$ cat src/rtl/core/battery_charge_state_detector_top_defines.svh
// ----------------------------------------------------------------------------
// Battery charge state detector: assertion macros
// Shared macros for the concurrent checks of the detector top level.
// ----------------------------------------------------------------------------
`ifndef BATTERY_CHARGE_STATE_DETECTOR_TOP_DEFINES_SVH
`define BATTERY_CHARGE_STATE_DETECTOR_TOP_DEFINES_SVH
`ifndef NO_ASSERTIONS
// Same-cycle implication, checked on every rising edge outside reset.
`define BCSD_ASSERT_IMP(label, ante, cons, msg) \
  label: assert property (@(posedge clk) disable iff (rst) (ante) |-> (cons)) else $error(msg);
// Next-cycle implication.
`define BCSD_ASSERT_NXT(label, ante, cons, msg) \
  label: assert property (@(posedge clk) disable iff (rst) (ante) |=> (cons)) else $error(msg);
`else
`define BCSD_ASSERT_IMP(label, ante, cons, msg)
`define BCSD_ASSERT_NXT(label, ante, cons, msg)
`endif
`endif

$ cat src/rtl/core/bcsd_pkg.sv
// ----------------------------------------------------------------------------
// Battery charge state detector package
// Shared state codes, register indexes and arithmetic widths.
// ----------------------------------------------------------------------------
package bcsd_pkg;

  typedef enum logic [1:0] {
    ST_UNKNOWN  = 2'd0,
    ST_CHARGING = 2'd1,
    ST_FULL     = 2'd2,
    ST_NOTCHG   = 2'd3
  } charge_code_t;

  localparam logic [2:0] REG_FULL_MV      = 3'd0;
  localparam logic [2:0] REG_FULL_HARD_MV = 3'd1;
  localparam logic [2:0] REG_NOTCHG_MV    = 3'd2;
  localparam logic [2:0] REG_SLOPE_ON     = 3'd3;
  localparam logic [2:0] REG_SLOPE_OFF    = 3'd4;
  localparam logic [2:0] REG_SLOPE_FLAT   = 3'd5;
  localparam logic [2:0] REG_HOLD_FULL    = 3'd6;
  localparam logic [2:0] REG_HOLD_SHORT   = 3'd7;

  // Divider: dividend is |dv| * 1e6 * 2^16, divisor is the elapsed time.
  localparam int NUM_W  = 49;
  localparam int DEN_W  = 16;
  localparam int DCNT_W = 6;

  localparam logic [32:0] UV_PER_MV  = 33'd1000000;
  localparam logic [47:0] SLOPE_LIM  = 48'h7FFF_FFFF_FFFF;
  localparam logic [31:0] U32_MAX    = 32'hFFFF_FFFF;

endpackage

$ cat src/rtl/core/battery_charge_state_detector_top.sv
// ----------------------------------------------------------------------------
// Battery charge state detector, top level
// Filters voltage and slope and reports a debounced charge state.
// ----------------------------------------------------------------------------
// Usage: each input beat on the s_ channel carries a voltage sample in mV and
// the milliseconds since the previous sample. Each accepted beat produces
// exactly one result beat on the m_ channel with the reported charge state,
// the target chosen for this sample, the filtered voltage, the filtered slope
// in uV/s and the time the target has persisted.
// A sample passes PREP, DIV, INST, SMUL and DECIDE, then DONE offers its
// result on m_tvalid. The slope divider dominates: it produces one quotient
// bit per cycle over 49 bits, followed by the serial slope filter multiply.
// The voltage filter multiply runs in the shadow of the divider. One sample
// is processed at a time. If the receiver stalls, the finished result waits
// in the output register; the next sample may still be accepted and
// processed, and it waits at the end of processing until the output register
// frees up. Reset (synchronous, active high) restores all thresholds to their
// defaults and clears the filters, timers and state; the first sample after
// reset seeds the voltage filter. Thresholds are written over the APB port;
// the user must write them only while idle, which the block does not enforce.
// ----------------------------------------------------------------------------
module battery_charge_state_detector_top #(
  parameter int ALPHA_VOLT_Q16        = 6554,
  parameter int ALPHA_SLOPE_Q16       = 5243,
  parameter int RELAX_AFTER_DETACH_MS = 90000
) (
  input  logic        clk,
  input  logic        rst,
  // Input stream: [12:0] voltage_mv, [28:13] elapsed_ms, rest zero.
  input  logic        s_tvalid,
  output logic        s_tready,
  input  logic [31:0] s_tdata,
  // Output stream: [1:0] charge_state, [3:2] target_state, [16:4] filtered_mv,
  // [48:17] slope_uv_per_s, [80:49] time_in_target_ms, rest zero.
  output logic        m_tvalid,
  input  logic        m_tready,
  output logic [87:0] m_tdata,
  // Configuration port.
  input  logic        psel,
  input  logic        penable,
  input  logic        pwrite,
  input  logic [4:0]  paddr,
  input  logic [31:0] pwdata,
  output logic [31:0] prdata,
  output logic        pready
);
  import bcsd_pkg::*;

  localparam logic [15:0] AV      = 16'(ALPHA_VOLT_Q16);
  localparam logic [15:0] AS      = 16'(ALPHA_SLOPE_Q16);
  localparam logic [31:0] RELAX_T = 32'(RELAX_AFTER_DETACH_MS);

  typedef enum logic [2:0] {
    S_IDLE, S_PREP, S_DIV, S_INST, S_SMUL, S_DECIDE, S_DONE
  } state_t;

  state_t state;

  // Threshold registers.
  logic [12:0] full_mv, full_hard_mv, notchg_mv;
  logic [16:0] slope_on, slope_off, slope_flat;
  logic [21:0] hold_full, hold_short;

  // Detector state.
  logic [28:0]        voltage_ema;
  logic signed [47:0] slope_ema;
  logic [12:0]        previous_mv;
  logic               seen_first;
  charge_code_t       last_target;
  charge_code_t       stable_state;
  logic [31:0]        target_age;
  logic [31:0]        since_detach;

  // Per-sample working registers.
  logic [15:0]        dt;
  logic [15:0]        divisor;
  logic [12:0]        dmag;
  logic               neg;
  logic signed [29:0] vdiff;
  logic signed [47:0] inst;
  logic [87:0]        result;

  // Sample fields and seeded values at acceptance.
  logic [12:0]        in_v;
  logic [15:0]        in_dt;
  logic [28:0]        vema_eff;
  logic [12:0]        prev_eff;
  logic               in_acc;

  assign in_v     = s_tdata[12:0];
  assign in_dt    = s_tdata[28:13];
  assign vema_eff = seen_first ? voltage_ema : {in_v, 16'b0};
  assign prev_eff = seen_first ? previous_mv : in_v;
  assign s_tready = (state == S_IDLE);
  assign in_acc   = s_tvalid && s_tready;

  // Serial units.
  logic                  div_start, div_done;
  logic [NUM_W-1:0]      quot;
  logic [32:0]           dprod;
  logic                  vm_start, vm_done, sm_start, sm_done;
  logic signed [45:0]    vprod;
  logic signed [64:0]    sprod;
  logic signed [48:0]    sdiff;

  assign dprod     = 33'(dmag) * UV_PER_MV;
  assign div_start = (state == S_PREP);
  assign vm_start  = (state == S_PREP);
  assign sm_start  = (state == S_INST);
  assign sdiff     = 49'(inst) - 49'(slope_ema);

  bcsd_sdiv u_div (
    .clk   (clk),
    .rst   (rst),
    .start (div_start),
    .numer ({dprod, 16'b0}),
    .denom (divisor),
    .done  (div_done),
    .quot  (quot)
  );

  bcsd_smul #(.W(30)) u_vmul (
    .clk   (clk),
    .rst   (rst),
    .start (vm_start),
    .x     (vdiff),
    .coef  (AV),
    .done  (vm_done),
    .prod  (vprod)
  );

  bcsd_smul #(.W(49)) u_smul (
    .clk   (clk),
    .rst   (rst),
    .start (sm_start),
    .x     (sdiff),
    .coef  (AS),
    .done  (sm_done),
    .prod  (sprod)
  );

  // Saturated, signed instantaneous slope from the quotient.
  logic [47:0] qsat;
  assign qsat = (quot[NUM_W-1:NUM_W-2] != 2'b00) ? SLOPE_LIM : quot[47:0];

  // Decision logic on the freshly updated filters.
  logic [47:0] mag;
  logic [33:0] flat1, flat2;
  logic        vge_hard, vge_full, vle_notchg, s_ge_on, s_ge_off, s_le_zero;
  charge_code_t target, stable_next;
  logic        promote;
  logic [32:0] age_sum, det_sum;
  logic [31:0] age_next, since_next;
  charge_code_t charge_out;
  logic [31:0] slope_int;

  always_comb begin
    mag        = slope_ema[47] ? 48'(-slope_ema) : 48'(slope_ema);
    flat1      = {1'b0, slope_flat, 16'b0};
    flat2      = {slope_flat, 17'b0};
    vge_hard   = voltage_ema >= {full_hard_mv, 16'b0};
    vge_full   = voltage_ema >= {full_mv, 16'b0};
    vle_notchg = voltage_ema <= {notchg_mv, 16'b0};
    s_ge_on    = slope_ema >= $signed({15'b0, slope_on, 16'b0});
    s_ge_off   = slope_ema >= $signed({15'b0, slope_off, 16'b0});
    s_le_zero  = slope_ema[47] || (slope_ema == '0);

    if (vge_hard && (48'(flat2) > mag)) begin
      target = ST_FULL;
    end else if (vge_full && (48'(flat1) > mag)) begin
      target = ST_FULL;
    end else if (s_ge_on) begin
      target = ST_CHARGING;
    end else if (s_le_zero || vle_notchg) begin
      target = ST_NOTCHG;
    end else if (stable_state == ST_UNKNOWN) begin
      target = ST_NOTCHG;
    end else begin
      target = stable_state;
    end

    case (target)
      ST_FULL:     promote = (target_age >= 32'(hold_full)) || vge_hard;
      ST_CHARGING: promote = s_ge_off && (target_age >= 32'(hold_short));
      ST_NOTCHG:   promote = (target_age >= 32'(hold_short)) &&
                             ((since_detach >= RELAX_T) || (stable_state != ST_CHARGING));
      default:     promote = 1'b1;
    endcase

    age_sum = {1'b0, target_age} + 33'(dt);
    if (target != last_target) begin
      age_next = '0;
    end else begin
      age_next = age_sum[32] ? U32_MAX : age_sum[31:0];
    end

    det_sum     = {1'b0, since_detach} + 33'(dt);
    stable_next = stable_state;
    since_next  = since_detach;
    if (promote && (target != stable_state)) begin
      if (stable_state == ST_CHARGING) begin
        since_next = '0;
      end
      stable_next = target;
    end else if (stable_state != ST_CHARGING) begin
      since_next = det_sum[32] ? U32_MAX : det_sum[31:0];
    end

    charge_out = (stable_next == ST_UNKNOWN) ? target : stable_next;
    slope_int  = slope_ema[47:16];
  end

  function automatic logic signed [48:0] sdiff_base(input logic signed [47:0] e,
                                                    input logic signed [64:0] p);
    logic signed [64:0] sh;
    sh = p >>> 16;
    return 49'(e) + sh[48:0];
  endfunction

  // Main sequencer: owns the state and the registered m_tvalid output.
  always_ff @(posedge clk) begin
    if (rst) begin
      state        <= S_IDLE;
      voltage_ema  <= '0;
      slope_ema    <= '0;
      previous_mv  <= '0;
      seen_first   <= 1'b0;
      last_target  <= ST_UNKNOWN;
      stable_state <= ST_UNKNOWN;
      target_age   <= '0;
      since_detach <= '0;
      m_tvalid     <= 1'b0;
    end else begin
      // A finished result is offered once the output register is free;
      // otherwise an accepted beat empties it.
      if (state == S_DONE && (!m_tvalid || m_tready)) begin
        m_tvalid <= 1'b1;
      end else if (m_tready) begin
        m_tvalid <= 1'b0;
      end
      // The voltage multiply always completes while the divider runs.
      if (vm_done) begin
        voltage_ema <= 29'(30'(voltage_ema) + 30'(vprod >>> 16));
      end
      case (state)
        S_IDLE: begin
          if (in_acc) begin
            voltage_ema <= vema_eff;
            previous_mv <= in_v;
            seen_first  <= 1'b1;
            state       <= S_PREP;
          end
        end
        S_PREP: state <= S_DIV;
        S_DIV: begin
          if (div_done) begin
            state <= S_INST;
          end
        end
        S_INST: state <= S_SMUL;
        S_SMUL: begin
          if (sm_done) begin
            slope_ema <= 48'(sdiff_base(slope_ema, sprod));
            state     <= S_DECIDE;
          end
        end
        S_DECIDE: begin
          last_target  <= target;
          stable_state <= stable_next;
          target_age   <= age_next;
          since_detach <= since_next;
          state        <= S_DONE;
        end
        S_DONE: begin
          if (!m_tvalid || m_tready) begin
            state <= S_IDLE;
          end
        end
        default: state <= S_IDLE;
      endcase
    end
  end

  // Per-sample payload registers.
  always_ff @(posedge clk) begin
    if (in_acc) begin
      dt      <= in_dt;
      divisor <= (in_dt == '0) ? 16'd1 : in_dt;
      neg     <= in_v < prev_eff;
      dmag    <= (in_v < prev_eff) ? (prev_eff - in_v) : (in_v - prev_eff);
      vdiff   <= $signed({1'b0, in_v, 16'b0}) - $signed({1'b0, vema_eff});
    end
    if (state == S_DIV && div_done) begin
      inst <= neg ? -$signed(qsat) : $signed(qsat);
    end
    if (state == S_DECIDE) begin
      result <= {7'b0, age_next, slope_int, voltage_ema[28:16], 2'(target), 2'(charge_out)};
    end
    if (state == S_DONE && (!m_tvalid || m_tready)) begin
      m_tdata <= result;
    end
  end

  // Configuration registers.
  logic cfg_wr;
  assign cfg_wr = psel && penable && pwrite && pready;
  assign pready = 1'b1;

  always_ff @(posedge clk) begin
    if (rst) begin
      full_mv      <= 13'd4180;
      full_hard_mv <= 13'd4220;
      notchg_mv    <= 13'd4120;
      slope_on     <= 17'd1000;
      slope_off    <= 17'd300;
      slope_flat   <= 17'd100;
      hold_full    <= 22'd60000;
      hold_short   <= 22'd15000;
    end else if (cfg_wr) begin
      case (paddr[4:2])
        REG_FULL_MV:      full_mv      <= pwdata[12:0];
        REG_FULL_HARD_MV: full_hard_mv <= pwdata[12:0];
        REG_NOTCHG_MV:    notchg_mv    <= pwdata[12:0];
        REG_SLOPE_ON:     slope_on     <= pwdata[16:0];
        REG_SLOPE_OFF:    slope_off    <= pwdata[16:0];
        REG_SLOPE_FLAT:   slope_flat   <= pwdata[16:0];
        REG_HOLD_FULL:    hold_full    <= pwdata[21:0];
        REG_HOLD_SHORT:   hold_short   <= pwdata[21:0];
        default: ;
      endcase
    end
  end

  always_comb begin
    case (paddr[4:2])
      REG_FULL_MV:      prdata = 32'(full_mv);
      REG_FULL_HARD_MV: prdata = 32'(full_hard_mv);
      REG_NOTCHG_MV:    prdata = 32'(notchg_mv);
      REG_SLOPE_ON:     prdata = 32'(slope_on);
      REG_SLOPE_OFF:    prdata = 32'(slope_off);
      REG_SLOPE_FLAT:   prdata = 32'(slope_flat);
      REG_HOLD_FULL:    prdata = 32'(hold_full);
      REG_HOLD_SHORT:   prdata = 32'(hold_short);
      default:          prdata = '0;
    endcase
  end

  // Checks.
`include "battery_charge_state_detector_top_defines.svh"
  `BCSD_ASSERT_IMP(a_div_in_div, div_done, state == S_DIV, "divider finished outside DIV")
  `BCSD_ASSERT_IMP(a_vmul_in_div, vm_done, state == S_DIV, "voltage multiply late")
  `BCSD_ASSERT_NXT(a_busy_after_accept, in_acc, !s_tready, "accepted twice")
  `BCSD_ASSERT_IMP(a_target_known, m_tvalid, m_tdata[3:2] != 2'(ST_UNKNOWN), "unknown target")

endmodule

$ cat src/rtl/core/bcsd_sdiv.sv
// ----------------------------------------------------------------------------
// Bit-serial divider
// Restoring division, one quotient bit per cycle, MSB first.
// ----------------------------------------------------------------------------
module bcsd_sdiv (
  input  logic                       clk,
  input  logic                       rst,
  input  logic                       start,
  input  logic [bcsd_pkg::NUM_W-1:0] numer,
  input  logic [bcsd_pkg::DEN_W-1:0] denom,
  output logic                       done,
  output logic [bcsd_pkg::NUM_W-1:0] quot
);
  import bcsd_pkg::*;

  logic [NUM_W-1:0]  nsh;
  logic [DEN_W-1:0]  rem;
  logic [DEN_W-1:0]  den;
  logic [DCNT_W-1:0] cnt;
  logic              run;
  logic [DEN_W:0]    trial;
  logic              fits;

  assign trial = {rem, nsh[NUM_W-1]};
  assign fits  = trial >= {1'b0, den};

  always_ff @(posedge clk) begin
    if (rst) begin
      run  <= 1'b0;
      done <= 1'b0;
      cnt  <= '0;
    end else begin
      done <= 1'b0;
      if (start) begin
        run <= 1'b1;
        cnt <= DCNT_W'(NUM_W - 1);
      end else if (run) begin
        cnt <= cnt - 1'b1;
        if (cnt == '0) begin
          run  <= 1'b0;
          done <= 1'b1;
        end
      end
    end
  end

  always_ff @(posedge clk) begin
    if (start) begin
      nsh  <= numer;
      den  <= denom;
      rem  <= '0;
      quot <= '0;
    end else if (run) begin
      nsh  <= {nsh[NUM_W-2:0], 1'b0};
      quot <= {quot[NUM_W-2:0], fits};
      if (fits) begin
        rem <= DEN_W'(trial - {1'b0, den});
      end else begin
        rem <= trial[DEN_W-1:0];
      end
    end
  end

endmodule

$ cat src/rtl/core/bcsd_smul.sv
// ----------------------------------------------------------------------------
// Serial multiplier
// Signed operand times a 16-bit unsigned coefficient, one coefficient bit
// per cycle, MSB first.
// ----------------------------------------------------------------------------
module bcsd_smul #(
  parameter int W = 30
) (
  input  logic                clk,
  input  logic                rst,
  input  logic                start,
  input  logic signed [W-1:0] x,
  input  logic [15:0]         coef,
  output logic                done,
  output logic signed [W+15:0] prod
);
  import bcsd_pkg::*;

  logic signed [W-1:0] xr;
  logic [15:0]         csh;
  logic [3:0]          cnt;
  logic                run;
  logic signed [W+15:0] addend;

  assign addend = csh[15] ? {{16{xr[W-1]}}, xr} : '0;

  always_ff @(posedge clk) begin
    if (rst) begin
      run  <= 1'b0;
      done <= 1'b0;
      cnt  <= '0;
    end else begin
      done <= 1'b0;
      if (start) begin
        run <= 1'b1;
        cnt <= '0;
      end else if (run) begin
        cnt <= cnt + 1'b1;
        if (cnt == 4'd15) begin
          run  <= 1'b0;
          done <= 1'b1;
        end
      end
    end
  end

  always_ff @(posedge clk) begin
    if (start) begin
      xr   <= x;
      csh  <= coef;
      prod <= '0;
    end else if (run) begin
      csh  <= {csh[14:0], 1'b0};
      prod <= (prod <<< 1) + addend;
    end
  end

endmodule
$ cat config.mk
export PLATFORM = sky130hd
export DESIGN_NAME = battery_charge_state_detector_top
export DESIGN_NICKNAME = d
export VERILOG_FILES = /design/src/rtl/core/bcsd_pkg.sv /design/src/rtl/core/battery_charge_state_detector_top.sv /design/src/rtl/core/bcsd_sdiv.sv /design/src/rtl/core/bcsd_smul.sv
export VERILOG_INCLUDE_DIRS = /design/src /design/src/rtl/core
export SDC_FILE = /design/constraint.sdc
export NUM_CORES = 2
export LEC_CHECK = 0
export ABC_AREA = 0
export BUFFER_PORTS_ARGS = -buffer_cell sky130_fd_sc_hd__buf_2
export CAP_MARGIN = 15
export CORE_MARGIN = 5
export CORE_UTILIZATION = 64
export DETAILED_ROUTE_END_ITERATION = 10
export PLACE_DENSITY_LB_ADDON = 0.12
export SETUP_SLACK_MARGIN = 0.3
export SLEW_MARGIN = 10
export SYNTH_ARGS = -nofsm -noshare
export SYNTH_HDL_FRONTEND = slang
export SYNTH_SLANG_ARGS = --single-unit
$ cat constraint.sdc
create_clock -name clk -period 8.3 [get_ports clk]
set_clock_uncertainty 0.15 [all_clocks]
set_input_delay 0.415 -clock clk [delete_from_list [all_inputs] [get_ports clk]]
set_output_delay 0.415 -clock clk [all_outputs]
set_load 0.1 [all_outputs]
**Word-level counts from Yosys, hierarchy flattened**

Index checks and enable logic that the tools add are counted.

- Add/sub/neg operators: 16
- Multipliers: 1
- Divide/modulo/power cells: 0
- $lt $le $gt $ge: 12
- Equal/unequal tests: 27
- Shifts and indexed selects: 0
- Muxes and demuxes: 50
- Bitwise logic cells: 3
- Reductions and logical operators: 44

Operator list:

| operator | number |
|---|---|
| $pmux 32 s8 | 1 |
| $mux 32 | 6 |
| $mux 48 | 3 |
| $mux 29 | 4 |
| $mux 49 | 2 |
| $ge 48x34->1 | 2 |
| $neg 48->48 | 2 |
| $add 32x16->33 | 2 |
| $add 64x64->64 | 1 |
| $ge 32x22->1 | 2 |
| $mux 64 | 1 |
| $ge 29x29->1 | 2 |
| $sub 48x48->49 | 1 |
| $add 48x48->48 | 1 |
| $gt 33x48->1 | 1 |
| $gt 34x48->1 | 1 |
| $logic_not 48->1 | 1 |
| $add 45x45->45 | 1 |
| $mux 45 | 1 |
| $ge 32x17->1 const B | 1 |
| $sub 29x29->30 | 1 |
| $add 29x29->29 | 1 |
| $le 29x29->1 | 1 |
| $mul 13x14->27 const B | 1 |
| 36 further kinds | 113 |

- Flip-flop bits (word level): 930
- Latch bits: 0
- Memory bits (writable): 0
- ROM bits: 0
- Input bits: 76
- Output and inout port bits: 123
- Logic and storage cells: 199
- Memories: 0

**Logic depth before layout (Yosys ltp)**

- Word-level depth: 13
- Mapped depth: 24
- Mapped depth without buffers: 21

**Modules after synthesis**

From an unflattened synthesis, not the netlist that was laid out.

- Cell total of the unflattened synthesis: 6,599
- Area total of the unflattened synthesis: 61,003.5 um^2

By module, submodules not included:

| module | times used | cells an instance | area each (um^2) | sequential area each (um^2) |
|---|---|---|---|---|
| battery_charge_state_detector_top | 1 | 4,410 | 39,663.0 | 14,533.9 |
| bcsd_smul (u_smul) | 1 | 1,009 | 8,951.1 | 3,373.2 |
| bcsd_sdiv | 1 | 533 | 6,288.5 | 3,413.3 |
| bcsd_smul (u_vmul) | 1 | 647 | 6,100.9 | 2,422.3 |

**Worst setup path before layout**

Ideal clock, no wire load.

- Path kind: reg2reg
- From: register m_tvalid
- To: register m_tdata[0] (enable)
- Library setup time: 0.620 ns
- Arrival time: 6.461 ns
- Data required time: 7.530 ns
- Setup slack: 1.069 ns
- Stages on the path, launching flop included: 4
- Path buffers: 0
- Clock period less this slack: 7.231 ns
- Cells stage by stage: dfxtp_1 nand2b_1 nand2_1 nor3_1

- Cells in the longest elaborated chain, start to end: 3

Ends and longest elaborated chain:

| what | RTL line | source |
|---|---|---|
| start: declaration | battery_charge_state_detector_top.sv:35 | `output logic m_tvalid,` |
| start signal: assignment | battery_charge_state_detector_top.sv:232 | `m_tvalid <= 1'b0;` |
| start signal: assignment | battery_charge_state_detector_top.sv:237 | `m_tvalid <= 1'b1;` |
| start signal: assignment | battery_charge_state_detector_top.sv:239 | `m_tvalid <= 1'b0;` |
| $logic_not 1->1 | battery_charge_state_detector_top.sv:299 | `if (state == S_DONE && (!m_tvalid \|\| m_tready)) begin` |
| $logic_or 1x1->1 | battery_charge_state_detector_top.sv:299 |  |
| $logic_and 1x1->1 | battery_charge_state_detector_top.sv:299 |  |
| end signal: assignment | battery_charge_state_detector_top.sv:300 | `m_tdata <= result;` |
| end: declaration | battery_charge_state_detector_top.sv:37 | `output logic [87:0] m_tdata,` |

Every way passes these cells.
A chain may end at the register's enable or synchronous reset.

**Worst setup path after layout**

- From: register slope_ema[1]
- To: register since_detach[16]

- Cells in the longest elaborated chain, start to end: 12
- Elaborated cells on any way between the ends: 26
- Classes of those cells: 1 x add/sub; 4 x order compare; 5 x eq/ne; 7 x mux; 9 x reduce/logical

Ends and longest elaborated chain:

| what | RTL line | source |
|---|---|---|
| start: declaration | battery_charge_state_detector_top.sv:66 | `logic signed [47:0] slope_ema;` |
| start signal: assignment | battery_charge_state_detector_top.sv:263 | `slope_ema <= 48'(sdiff_base(slope_ema, sprod));` |
| parallel branches: the longest is 9 deep, another holds $neg 48->48 | n/a |  |
| $logic_and 1x1->1 * | battery_charge_state_detector_top.sv:200 | `if (promote && (target != stable_state)) begin` |
| $ne 2x1->1 (no source line) / $reduce_bool 2->1 (equally long branches) | n/a |  |
| $reduce_and 3->1 (no source line) | n/a |  |
| end signal: assignment | battery_charge_state_detector_top.sv:271 | `since_detach <= since_next;` |
| end: declaration | battery_charge_state_detector_top.sv:72 | `logic [31:0] since_detach;` |

Every way passes the cells marked *.

==> flow_summary.toml <==
[route]
drt_first_iter_violations = 4897
route.detailed.vias_per_inst = 6.27
routed_wl_um = 160000
wire_per_inst_um = 20.4
detailedRoute.firstPassIterationCount = 7
dr_total_vias = 49200
antenna_left = 0
detail_route.drc_violations = 0

[floorplan]
io-pin-count = 199
floorplan.initialDensity_pct = 64.4
die_width_um = 313
row_count = 111
design.core.area_mm2 = 0.0915
die-area_mm2 = 0.0983
fp.dieH_um = 313

[worst_setup_path]
critical_path.slowest_cell = "sky130_fd_sc_hd__or3b_2"
cp.buffers_inverters = 1
worstSetupEndpointType = "flip-flop"
timing.critical_path.cells = "inv_1 -> ha_1 -> or3b_2 -> nor4_1 -> nand2_1 -> or4_1 -> o41ai_1 -> xnor2_1 -> ha_1 -> nand2_1 -> nor3_1 -> and3_1 -> o21a_1 -> o2111a_1 -> nand4b_1 -> o21ai_0 -> a31o_2 -> nor3b_4 -> a21o_1 -> nor2_1 -> a2111oi_2"
rrSetupSlack_ns = 1.13
worst_ep_arrival_time_ns = 7.59
start_kind = "flip-flop"
worst_path_largest_cell_delay_ns = 0.56
critical_path_class = "flip-flop to flip-flop"
data_required_time_of_the_critical_path_ns = 8.72
critPathTopFamily = "simple AND/OR/NAND/NOR gates"
worstPathMaxFanout = 17

[sta]
max_freq_mhz = 139
setup-violations-final = 0
final-max-slew-violation-count = 0
final_critical_path_time_including_i_o_delays_and_setup_ns = 7.17
fin_crit_sh_pct = 86.4
max-slew-margin-rel_pct = 25.5
tightest_pin_transition_ns = 1.09
fin_setup_tns_ns = 0
final_hold_viol_count = 0
setup_repair_after_global_routing_missed_its_margin = "no"

[logic_synthesis]
post_synth.cell_area_avg_um2 = 9.09
synth-main-ff-cell = "sky130_fd_sc_hd__dfxtp_1"
synthXorXnorAreaFrac_pct = 4.83
post_synth_and_or_nand_nor_area_fraction_pct = 16.0
synth_top_area_share_pct = 20.8
yosys_register_bits = 930
yosys-mux-area-fraction_pct = 4.12
cell_taking_the_most_area_after_synthesis = "sky130_fd_sc_hd__edfxtp_1"
netlist-cell-type-count = 103
synth-seq-area-share_pct = 38.5
ys.warnings.count = 0
postSynthCellCount = 6486
synth_fa_ha_area_share_pct = 13.5
synth_area_in_compound_gates_pct = 18.1
yosys-top-cells-area = "sky130_fd_sc_hd__edfxtp_1 (21%), sky130_fd_sc_hd__dfxtp_1 (18%), sky130_fd_sc_hd__ha_1 (12%)"
syn-cell-area_mm2 = 0.0589
synth-edff-count = 408
postSynth.asyncResetShare_pct = 0
synth_top_family_by_area = "compound AO/OA/AOI/OAI gates"

[placed_design]
port_buffers = 165
hpwlAfterDp_um = 115000
gp_congestion = 0.968

[job]
timing.max_cap.violations = 0

[clocking]
cts_root_buf = "sky130_fd_sc_hd__clkbuf_16"
cts_htree_levels = 3
cts_num_sinks = 930
post_cts.repair.setup_buffers = 0
cts_repair_resize_count = 0
path_clk_slew_ns = 0.06
clock_buffer_count_from_cts = 100
max-clock-path-buffers = 3
clock_insertion_delay_worst_skew_ns = 0.70
clock_tree_from_tritoncts = "yes"

[power_and_ir_drop]
pwr_density_mw_per_mm2 = 237
vdd.ir_drop.worst_v = 0.000462
power_leakage_uw = 0.0272

[final_layout]
syn_to_final_growth_pct = 9.52
layout.nets = 7248
finish.utilization_pct = 70.5
layout_commonest_cell = "sky130_fd_sc_hd__nand2_1"
filler_cell_count = 7009
mostFrequentLayoutCells = "sky130_fd_sc_hd__nand2_1 (658), sky130_fd_sc_hd__a21oi_1 (603), sky130_fd_sc_hd__ha_1 (554), sky130_fd_sc_hd__nor2_1 (519), sky130_fd_sc_hd__dfxtp_1 (518)"
final_layout_size_suffix_gt1_share_pct = 7.53

[run_status]
status = "finished, final reports clean"

[global_route]
globalRoute.totalOverflow = 0
global_routing_usage_summed_across_all_routing_layers_pct = 31.6
grt_max_degree = 94
grt_first_pass_wirelength_um = 252000
vias_in_the_first_global_route = 46500
initial_antenna_violation_count = 7

[worst_hold_path]
worst_hold_path_type = "primary input to flip-flop"
## sequential cells by signal, indices dropped and copies added (netlist names), 27 cells and up
signal / flops
inst: 48
m_tdata: 81
result: 81
since_detach: 32
slope_ema: 48
target_age: 32
u_div.nsh: 27
u_div.quot: 49
u_smul.prod: 64
u_smul.xr: 49
u_vmul.prod: 45
u_vmul.xr: 30
vdiff: 30
voltage_ema: 29
## cells in the mapped netlist (24+ instances only)
master / number
sky130_fd_sc_hd__a211oi_1: 91
sky130_fd_sc_hd__a21boi_0: 24
sky130_fd_sc_hd__a21o_1: 163
sky130_fd_sc_hd__a21oi_1: 603
sky130_fd_sc_hd__a31oi_1: 53
sky130_fd_sc_hd__and2_1: 94
sky130_fd_sc_hd__and3_1: 65
sky130_fd_sc_hd__buf_1: 28
sky130_fd_sc_hd__clkbuf_1: 233
sky130_fd_sc_hd__dfxtp_1: 522
sky130_fd_sc_hd__edfxtp_1: 408
sky130_fd_sc_hd__fa_1: 51
sky130_fd_sc_hd__ha_1: 554
sky130_fd_sc_hd__inv_1: 417
sky130_fd_sc_hd__mux2i_1: 209
sky130_fd_sc_hd__nand2_1: 659
sky130_fd_sc_hd__nand2b_1: 52
sky130_fd_sc_hd__nand3_1: 125
sky130_fd_sc_hd__nand4_1: 75
sky130_fd_sc_hd__nor2_1: 521
sky130_fd_sc_hd__nor2b_1: 69
sky130_fd_sc_hd__nor3_1: 142
sky130_fd_sc_hd__nor4_1: 42
sky130_fd_sc_hd__o211ai_1: 58
sky130_fd_sc_hd__o21a_1: 49
sky130_fd_sc_hd__o21ai_0: 247
sky130_fd_sc_hd__o21bai_1: 48
sky130_fd_sc_hd__o311ai_0: 28
sky130_fd_sc_hd__o31ai_1: 42
sky130_fd_sc_hd__or2_2: 31
sky130_fd_sc_hd__or3_1: 59
sky130_fd_sc_hd__xnor2_1: 222
sky130_fd_sc_hd__xor2_1: 103
## layout make-up
cell class                      instances  area [um^2]  area share [%]
Multi-Input combinational cell       4844        33500            51.9
Sequential cell                       930        22700            35.2
Clock buffer                          129         2820            4.37
Timing Repair Buffer                  268         1750            2.71
Inverter                              423         1600            2.48
Tap cell                             1186         1480            2.30
Clock inverter                         60          674            1.04
Antenna cell                            2         5.00         0.00775
## routing by layer
| metal | vias to the layer above | routed length [um] | global-route usage (%) | part of all wire, % |
|---|---|---|---|---|
| met1 | 23200 | 69200 | 43.8 | 43 |
| met3 | 411 | 13100 | 5.04 | 8.2 |
| met2 | 2018 | 71300 | 50.1 | 45 |
| li1 | 23500 | - | - | - |
| met4 | 4 | 6620 | 12.2 | 4.1 |
| met5 | - | 27 | 0 | 0.017 |
## cells by family (layout without fill, tap and decap cells)
logic type / count (synthesis) / in the layout
XOR/XNOR: 325 / 325
buffers and inverters: 728 / 880
AO/OA/AOI/OAI: 1662 / 1662
adder cells (fa/ha/maj): 605 / 605
flip-flops: 930 / 930
other: 2 / 20
AND/OR/NAND/NOR: 2006 / 2006
multiplexers: 228 / 228
## final timing paths
kind	start	endpoint	depth (start not counted)
hold / removal	m_tready	m_tvalid$_SDFFE_PP0P_	3
setup / recovery	slope_ema[1]$_SDFFE_PP0P_	since_detach[16]$_SDFFE_PP0P_	21
hold reg to reg	divisor[15]$_SDFFCE_PN0P_	u_div.den[15]$_DFFE_PP_	0
setup reg to reg	slope_ema[1]$_SDFFE_PP0P_	since_detach[16]$_SDFFE_PP0P_	21
## tightest hold or removal path: stages
cell                       delay, ns
sky130_fd_sc_hd__buf_2          0.08
sky130_fd_sc_hd__nand2b_1       0.35
sky130_fd_sc_hd__a21oi_1        0.15
## metrics by stage
| step | hold WS, ns | worst slack (ns) | total power [uW] | cell area (um^2) | std cells |
|---|---|---|---|---|---|
| floorplan | 0.250 | 1.07 | 9440 | 59000 | 6502 |
| finish | 0.227 | 1.13 | 15300 | 64600 | 7842 |
| detailed placement | 0.255 | 1.24 | 10500 | 60500 | 7597 |
| CTS | 0.138 | 1.16 | 15300 | 64500 | 7839 |
| global placement | 0.251 | 1.37 | 10300 | 60500 | 7597 |
| global route | 0.201 | 0.746 | 16300 | 64600 | 7840 |
## report_power, final
group	switching (uW)	internal [uW]
registers	316	5170
logic	2940	2120
clock network	1970	2760
total	5230	10100
## what timing repair did
action | CTS | global route
hold endpoints to repair | 190 | 0
endpoints found under the setup margin | 0 | 0
hold buffers | 53 | 0
Note: power is estimated with default switching activity, not from simulation.
